===== config.mk =====
export PLATFORM = sky130hd
export DESIGN_NAME = utf8_char_at_index_decoder_top
export DESIGN_NICKNAME = d
export VERILOG_FILES = /design/src/hw/rtl/utf8cd_pkg.sv /design/src/hw/rtl/utf8cd_front.sv /design/src/hw/rtl/utf8cd_queue.sv /design/src/hw/rtl/utf8cd_back.sv /design/src/hw/rtl/utf8_char_at_index_decoder_top.sv
export SDC_FILE = /design/constraint.sdc
export NUM_CORES = 1
export LEC_CHECK = 0
export ABC_AREA = 1
export BUFFER_PORTS_ARGS = -buffer_cell sky130_fd_sc_hd__buf_2
export CORE_MARGIN = 3
export CORE_UTILIZATION = 50
export CTS_CLUSTER_SIZE = 20
export DETAILED_ROUTE_END_ITERATION = 6
export MAX_ROUTING_LAYER = met4
export PLACE_DENSITY = 0.69
export SYNTH_ARGS = -nofsm -noshare
export SYNTH_HDL_FRONTEND = slang
export SYNTH_SLANG_ARGS = --single-unit
export TNS_END_PERCENT = 1

===== constraint.sdc =====
create_clock -name clk -period 3.6 [get_ports clk]
set_input_delay 0.72 -clock clk [delete_from_list [all_inputs] [get_ports clk]]
set_output_delay 0.72 -clock clk [all_outputs]
set_load 0.02 [all_outputs]

===== src/hw/rtl/utf8cd_pkg.sv =====
`timescale 1ns / 1ps

package utf8cd_pkg;

  localparam logic [1:0] STATUS_OK       = 2'd0;
  localparam logic [1:0] STATUS_CONT     = 2'd1;
  localparam logic [1:0] STATUS_BAD_LEAD = 2'd2;

  // classified byte as it travels from front to back
  typedef struct packed {
    logic [7:0] data_byte;
    logic       string_start;
    logic [2:0] lead_len;   // 0 when the byte cannot open a character
    logic [1:0] lead_status;
  } cls_t;

  localparam int CLS_BITS = $bits(cls_t);

  function automatic logic [7:0] payload_mask(input logic [2:0] len);
    logic [7:0] m;
    begin
      case (len)
        3'd1:    m = 8'b0111_1111;
        3'd2:    m = 8'b0001_1111;
        3'd3:    m = 8'b0000_1111;
        3'd4:    m = 8'b0000_0111;
        3'd5:    m = 8'b0000_0011;
        3'd6:    m = 8'b0000_0001;
        default: m = 8'b0000_0000;
      endcase
      return m;
    end
  endfunction

endpackage


===== src/hw/rtl/utf8cd_front.sv =====
`timescale 1ns / 1ps

module utf8cd_front #(
  parameter int INDEX_BITS = 16
) (
  input  logic [7:0]            in_data_byte,
  input  logic                  in_string_start,
  input  logic [15:0]           in_target_index,
  output utf8cd_pkg::cls_t      cls,
  output logic [INDEX_BITS-1:0] index
);
  import utf8cd_pkg::*;

  logic [INDEX_BITS+15:0] index_ext;

  assign index_ext = {{INDEX_BITS{1'b0}}, in_target_index};
  assign index     = index_ext[INDEX_BITS-1:0];

  always_comb begin
    cls.data_byte    = in_data_byte;
    cls.string_start = in_string_start;
    cls.lead_status  = STATUS_OK;
    case (in_data_byte) inside
      [8'h00:8'h7F]: cls.lead_len = 3'd1;
      [8'h80:8'hBF]: begin
        cls.lead_len    = 3'd0;
        cls.lead_status = STATUS_CONT;
      end
      [8'hC0:8'hDF]: cls.lead_len = 3'd2;
      [8'hE0:8'hEF]: cls.lead_len = 3'd3;
      [8'hF0:8'hF7]: cls.lead_len = 3'd4;
      [8'hF8:8'hFB]: cls.lead_len = 3'd5;
      [8'hFC:8'hFD]: cls.lead_len = 3'd6;
      default: begin
        cls.lead_len    = 3'd0;
        cls.lead_status = STATUS_BAD_LEAD;
      end
    endcase
  end

endmodule


===== src/hw/rtl/utf8cd_queue.sv =====
`timescale 1ns / 1ps

module utf8cd_queue #(
  parameter int WIDTH = 30
) (
  input  logic             clk,
  input  logic             rst_n,
  input  logic             push,
  input  logic [WIDTH-1:0] push_data,
  output logic             full,
  input  logic             pop,
  output logic             not_empty,
  output logic [WIDTH-1:0] rd_data
);

  logic [WIDTH-1:0] mem_r [2];
  logic             wr_ptr_r, rd_ptr_r;
  logic [1:0]       count_r;

  assign full      = (count_r == 2'd2);
  assign not_empty = (count_r != 2'd0);
  assign rd_data   = mem_r[rd_ptr_r];

  always_ff @(posedge clk) begin
    if (push) begin
      mem_r[wr_ptr_r] <= push_data;
    end
  end

  always_ff @(posedge clk) begin
    if (!rst_n) begin
      wr_ptr_r <= 1'b0;
      rd_ptr_r <= 1'b0;
      count_r  <= 2'd0;
    end else begin
      if (push) wr_ptr_r <= ~wr_ptr_r;
      if (pop)  rd_ptr_r <= ~rd_ptr_r;
      case ({push, pop})
        2'b10:   count_r <= count_r + 2'd1;
        2'b01:   count_r <= count_r - 2'd1;
        default: count_r <= count_r;
      endcase
    end
  end

endmodule


===== src/hw/rtl/utf8cd_back.sv =====
`timescale 1ns / 1ps

module utf8cd_back #(
  parameter int INDEX_BITS = 16
) (
  input  logic                  clk,
  input  logic                  rst_n,
  input  logic                  q_valid,
  input  utf8cd_pkg::cls_t      q_cls,
  input  logic [INDEX_BITS-1:0] q_index,
  output logic                  q_pop,
  output logic                  out_valid,
  input  logic                  out_stall,
  output logic [30:0]           out_code_point,
  output logic [1:0]            out_status
);
  import utf8cd_pkg::*;

  logic [INDEX_BITS-1:0] chars_passed_r, chars_passed_nxt;
  logic [INDEX_BITS-1:0] target_r, target_nxt;
  logic [2:0]            bytes_to_go_r, bytes_to_go_nxt;
  logic [30:0]           acc_r, acc_nxt;
  logic                  collecting_r, collecting_nxt;
  logic                  finished_r, finished_nxt;
  logic                  out_valid_r;
  logic [30:0]           out_cp_r;
  logic [1:0]            out_st_r;

  logic [INDEX_BITS-1:0] cp_eff, tgt_eff;
  logic [2:0]            btg_eff;
  logic [30:0]           acc_shift;
  logic                  emit;
  logic [30:0]           res_cp;
  logic [1:0]            res_st;

  assign q_pop          = q_valid && (!out_valid_r || !out_stall);
  assign out_valid      = out_valid_r;
  assign out_code_point = out_cp_r;
  assign out_status     = out_st_r;

  assign cp_eff    = q_cls.string_start ? '0 : chars_passed_r;
  assign tgt_eff   = q_cls.string_start ? q_index : target_r;
  assign btg_eff   = q_cls.string_start ? 3'd0 : bytes_to_go_r;
  assign acc_shift = {acc_r[24:0], q_cls.data_byte[5:0]};

  always_comb begin
    chars_passed_nxt = chars_passed_r;
    target_nxt       = target_r;
    bytes_to_go_nxt  = bytes_to_go_r;
    acc_nxt          = acc_r;
    collecting_nxt   = collecting_r;
    finished_nxt     = finished_r;
    emit             = 1'b0;
    res_cp           = '0;
    res_st           = STATUS_OK;
    if (q_pop) begin
      if (q_cls.string_start) begin
        chars_passed_nxt = '0;
        target_nxt       = q_index;
        bytes_to_go_nxt  = 3'd0;
        acc_nxt          = '0;
        collecting_nxt   = 1'b0;
        finished_nxt     = 1'b0;
      end
      if (q_cls.string_start || !finished_r) begin
        if (btg_eff != 3'd0) begin
          bytes_to_go_nxt = btg_eff - 3'd1;
          if (collecting_r) begin
            acc_nxt = acc_shift;
            if (btg_eff == 3'd1) begin
              emit           = 1'b1;
              res_cp         = acc_shift;
              finished_nxt   = 1'b1;
              collecting_nxt = 1'b0;
            end
          end
        end else if (q_cls.lead_len == 3'd0) begin
          acc_nxt         = '0;
          emit            = 1'b1;
          res_st          = q_cls.lead_status;
          finished_nxt    = 1'b1;
          collecting_nxt  = 1'b0;
          bytes_to_go_nxt = 3'd0;
        end else if (cp_eff == tgt_eff) begin
          acc_nxt = {23'd0, q_cls.data_byte & payload_mask(q_cls.lead_len)};
          if (q_cls.lead_len == 3'd1) begin
            emit            = 1'b1;
            res_cp          = {23'd0, q_cls.data_byte & payload_mask(q_cls.lead_len)};
            finished_nxt    = 1'b1;
            collecting_nxt  = 1'b0;
            bytes_to_go_nxt = 3'd0;
          end else begin
            collecting_nxt  = 1'b1;
            bytes_to_go_nxt = q_cls.lead_len - 3'd1;
          end
        end else begin
          chars_passed_nxt = cp_eff + INDEX_BITS'(1);
          bytes_to_go_nxt  = q_cls.lead_len - 3'd1;
        end
      end
    end
  end

  always_ff @(posedge clk) begin
    if (!rst_n) begin
      chars_passed_r <= '0;
      target_r       <= '0;
      bytes_to_go_r  <= 3'd0;
      acc_r          <= '0;
      collecting_r   <= 1'b0;
      finished_r     <= 1'b1;
      out_valid_r    <= 1'b0;
    end else begin
      chars_passed_r <= chars_passed_nxt;
      target_r       <= target_nxt;
      bytes_to_go_r  <= bytes_to_go_nxt;
      acc_r          <= acc_nxt;
      collecting_r   <= collecting_nxt;
      finished_r     <= finished_nxt;
      if (emit) begin
        out_valid_r <= 1'b1;
      end else if (!out_stall) begin
        out_valid_r <= 1'b0;
      end
    end
  end

  always_ff @(posedge clk) begin
    if (emit) begin
      out_cp_r <= res_cp;
      out_st_r <= res_st;
    end
  end

endmodule


===== src/hw/rtl/utf8_char_at_index_decoder_top.sv =====
`timescale 1ns / 1ps

// Decodes the character at a given index of a UTF-8 string fed one byte per
// request, accepting legacy lead bytes of up to six bytes. The string's first
// byte carries string_start and the wanted index (low INDEX_BITS bits kept).
// At most one result per string: the code point with status ok, or status 1 for a
// continuation byte in lead position and 2 for a 0xFE/0xFF lead, code point
// zero. Continuation bytes are not checked; bytes after the result are
// dropped until the next string start. Sustained rate is one byte per cycle
// while the output is not stalled: a classifier writes each byte into a
// two-entry queue and the decode state machine drains one entry a cycle into
// the output register. A result is registered there after its last byte has
// passed through the queue, and is held while the output is stalled.

module utf8_char_at_index_decoder_top #(
  parameter int INDEX_BITS = 16
) (
  input  logic        clk,
  input  logic        rst_n,
  input  logic        in_valid,
  output logic        in_stall,
  input  logic [7:0]  in_data_byte,
  input  logic        in_string_start,
  input  logic [15:0] in_target_index,
  output logic        out_valid,
  input  logic        out_stall,
  output logic [30:0] out_code_point,
  output logic [1:0]  out_status
);
  import utf8cd_pkg::*;

  localparam int Q_WIDTH = CLS_BITS + INDEX_BITS;

  cls_t                  front_cls, back_cls;
  logic [INDEX_BITS-1:0] front_index, back_index;
  logic                  q_full, q_valid, q_pop, q_push;
  logic [Q_WIDTH-1:0]    q_rd_data;

  assign in_stall = q_full;
  assign q_push   = in_valid && !q_full;

  utf8cd_front #(.INDEX_BITS(INDEX_BITS)) u_front (
    .in_data_byte   (in_data_byte),
    .in_string_start(in_string_start),
    .in_target_index(in_target_index),
    .cls            (front_cls),
    .index          (front_index)
  );

  utf8cd_queue #(.WIDTH(Q_WIDTH)) u_queue (
    .clk      (clk),
    .rst_n    (rst_n),
    .push     (q_push),
    .push_data({front_cls, front_index}),
    .full     (q_full),
    .pop      (q_pop),
    .not_empty(q_valid),
    .rd_data  (q_rd_data)
  );

  assign back_cls   = cls_t'(q_rd_data[Q_WIDTH-1:INDEX_BITS]);
  assign back_index = q_rd_data[INDEX_BITS-1:0];

  utf8cd_back #(.INDEX_BITS(INDEX_BITS)) u_back (
    .clk           (clk),
    .rst_n         (rst_n),
    .q_valid       (q_valid),
    .q_cls         (back_cls),
    .q_index       (back_index),
    .q_pop         (q_pop),
    .out_valid     (out_valid),
    .out_stall     (out_stall),
    .out_code_point(out_code_point),
    .out_status    (out_status)
  );

endmodule


==> metrics.csv <==
stage,metric,value,unit
sta,slew_headroom,54.8,%
yosys,synth.largest_area_cell,edfxtp_1,
yosys,async_flop_share,0,%
finish,final_cell_mix,"157 x nand2_1, 109 x inv_1, 107 x nor2_1, 91 x edfxtp_1, 89 x o21ai_0",
sta,finalSetupTns,0,ps
die,num_io_pins,64,
sta,hold_viol_final,0,
route,drt_iter0_drc,500,
clock_network,cts-root-buf,clkbuf_16,
clock_network,clk_path_buf_depth,2,
clock_network,cts_setup_buffers,0,
finish,stdcell_count,1129,
grt,grt_util_all_layers,20.9,%
sta,fin_crit,2910,ps
sta,fmax,344,MHz
sta,drv_slew,0,
placed_design,pre_cts_ws,692,ps
setup_path,end_kind,flop,
finish,drive_above_1_share,15.4,%
setup_path,arrival,3030,ps
yosys,synth_top_area_share,36.2,%
yosys,ys_top_cells_by_area,"edfxtp_1 36%, dfxtp_1 18%, nand2_1 7.8%, o21ai_0 5.9%, nor2_1 5.5%",
setup_path,max_stage_delay,440,ps
die,rows,44,
route,routed_wl,16.1,mm
power_and_ir_drop,p_per_area,829,nW/um^2
sta,fin_ws,690,ps
finish,n_antenna_cell,0,
die,die_w,129,um
finish,layout.nets,971,
power_and_ir_drop,irDropWorstVdd,0.524,mV
grt,grt_pass1_wl,26.9,mm
grt,grt_max_degree,44,
die,start_util,51.6,%
placed_design,gp_congestion,0.914,
route,firstDrtPassIters,5,
power_and_ir_drop,power_frac_clock,26.9,%
sta,period_share,80.8,%
setup_path,cp_slowest_cell,dfxtp_1,
clock_network,h-tree-depth,4,
yosys,ys_types,41,
setup_path,cp.required,3720,ps
yosys,syn_area_per_cell,8.62,sq um
die,dieArea,16600,sq um
placed_design,io_buffers,63,
power_and_ir_drop,switching_power,2.84,mW
clock_network,cts_resized,0,
grt,grt_pass1_vias,5574,
placed_design,place_hpwl,10.9,mm
power_and_ir_drop,p_seq_share,36.0,%
yosys,synthesis.nets,916,
status,outcome,"finished, final reports clean",
sta,holdWs,451,ps
setup_path,crit_path_cell_trace,inv_6 > nand2_2 > nand2_2 > inv_2 > nand2_1 > ha_1 > nand2_4 > nor2_8 > nand2_1 > nand3_1 > inv_1 > buf_4,
die,die_h,129,um
route,via_per_inst,5.25,
clock_network,clock-sinks,159,
power_and_ir_drop,p_leak,3.47,nW
placed_design,dp.cells,1097,
route,drcViolationCount,0,
clock_network,cts_buffers,17,
route,wl_per_cell,14.3,um
clock_network,cts_tree,yes,
power_and_ir_drop,p_comb_share,37.2,%
yosys,ys_seq_elements,159,
yosys,netlist_area,7560,sq um
power_and_ir_drop,cellInternalPower,4.33,mW
sta,rsz0062_at_grt,false,
grt,gr-total-overflow,0,
clock_network,hold_buffers,0,
run,max_cap_viol_count,0,
worst_hold_path,holdCritPathClass,flop to flop,
power_and_ir_drop,p_total,7.17,mW
grt,antenna_found_initial,0,
yosys,syn_inst,877,
yosys,ys_seq_area_share,54.2,%
sta,worstMarginPinSlew,677,ps
clock_network,path_clk_slew,60,ps
yosys,ys.flop_type,edfxtp_1,
route,vias,5925,
power_and_ir_drop,switching_share,39.6,%
setup_path,start_kind,flop,
sta,fin_skew,11.0,ps
sta,setup_viol,0,
clock_network,clock_latency,430,ps
finish,area_delta_synth_final,14.6,%
die,core,14600,sq um
setup_path,path_class,flop to flop,
setup_path,worstPathMaxFanout,26,
yosys,yosysWarnings,0,
route,ant_nets,0,
finish,final_common_cell,nand2_1,
yosys,synth_edf_count,91,
-- metal layers --
| layer | up-vias | part of all wire, % | GRT usage (%) |
|---|---|---|---|
| li1 | 3043 | - | - |
| met4 | 0 | 1.4 | 6.36 |
| met5 | - | 0 | - |
| met1 | 2694 | 47 | 28.0 |
| met2 | 165 | 46 | 31.6 |
| met3 | 23 | 5.9 | 4.98 |
-- cell type report --
| cell class | count | area (sq um) |
|---|---|---|
| Fill cell | 1294 | 5990 |
| Sequential cell | 159 | 4090 |
| Multi-Input combinational cell | 562 | 2830 |
| Inverter | 114 | 433 |
| Clock buffer | 18 | 429 |
| Timing Repair Buffer | 78 | 428 |
| Tap cell | 184 | 230 |
| Clock inverter | 14 | 209 |
-- flip-flops by register name (all words and copies together) (netlist names), 2 cells and up, named ones only --
signal,flops
u_queue.mem_r,58
u_back.out_code_point,31
u_back.acc_r,25
u_back.chars_passed_r,16
u_back.target_r,16
u_back.bytes_to_go_r,3
u_back.out_status,2
u_queue.count_r,2
-- Yosys cell counts, types with 3 or more instances --
| cell type | n |
|---|---|
| buf_6 | 4 |
| inv_2 | 4 |
| xnor2_1 | 4 |
| nor2_2 | 5 |
| clkbuf_1 | 25 |
| buf_2 | 6 |
| nand2_1 | 157 |
| nor3_1 | 6 |
| inv_1 | 109 |
| dfxtp_1 | 68 |
| xor2_1 | 7 |
| nor2_1 | 110 |
| or2_2 | 5 |
| ha_1 | 10 |
| nand4_1 | 10 |
| buf_1 | 5 |
| nand2_2 | 3 |
| o211ai_1 | 4 |
| o21ai_0 | 89 |
| a21oi_1 | 64 |
| edfxtp_1 | 91 |
| a31oi_1 | 29 |
| nor3_2 | 7 |
| mux2i_1 | 5 |
| o21ai_1 | 6 |
| nand3_1 | 23 |
-- worst paths after layout --
kind	startpoint	to	slack (ps)	depth (start not counted)
worst min-delay path	u_queue.rd_ptr_r$_SDFFE_PN0P_	flop	450	1
worst max-delay path	flop	u_back.out_code_point[5]$_SDFFCE_PN0P_	690	12
worst min register to register	u_queue.rd_ptr_r$_SDFFE_PN0P_	flop	450	1
worst max register to register	flop	u_back.out_code_point[5]$_SDFFCE_PN0P_	690	12
-- cell families after synthesis --
group | after synthesis | synth area share (%)
XOR/XNOR | 11 | 1.28
AO/OA/AOI/OAI | 201 | 14.3
buffers and inverters | 156 | 8.41
flip-flops | 159 | 54.2
AND/OR/NAND/NOR | 335 | 19.5
adder cells (fa/ha/maj) | 10 | 1.66
multiplexers | 5 | 0.662
-- per-stage QoR --
step | area, sq um | util (%)
2_1_floorplan | 7560 | -
3_3_place_gp | 8020 | 54.8
3_5_place_dp | 8020 | 54.8
4_1_cts | 8660 | 59.1
5_1_grt | 8660 | 59.1
6_report | 8660 | 59.1
-- power by group through the flow --
stage / clock network, mW / registers [mW] / logic [mW]
after floorplan: 0 / 2.64 / 1.98
after detailed placement: 0 / 2.61 / 2.64
final: 1.93 / 2.58 / 2.67
after CTS: 1.95 / 2.58 / 2.67
after global placement: 0 / 2.61 / 2.63
after global routing: 2.04 / 2.63 / 3.02
-- critical path, delay by kind of cell, from the launching register on --
family / cells / cell delay, ps
simple gates: 7 / 970
buf+inv: 4 / 880
fa+ha+maj: 1 / 280
flops: 1 / 440
No activity file was read; power rests on OpenSTA's default activity.
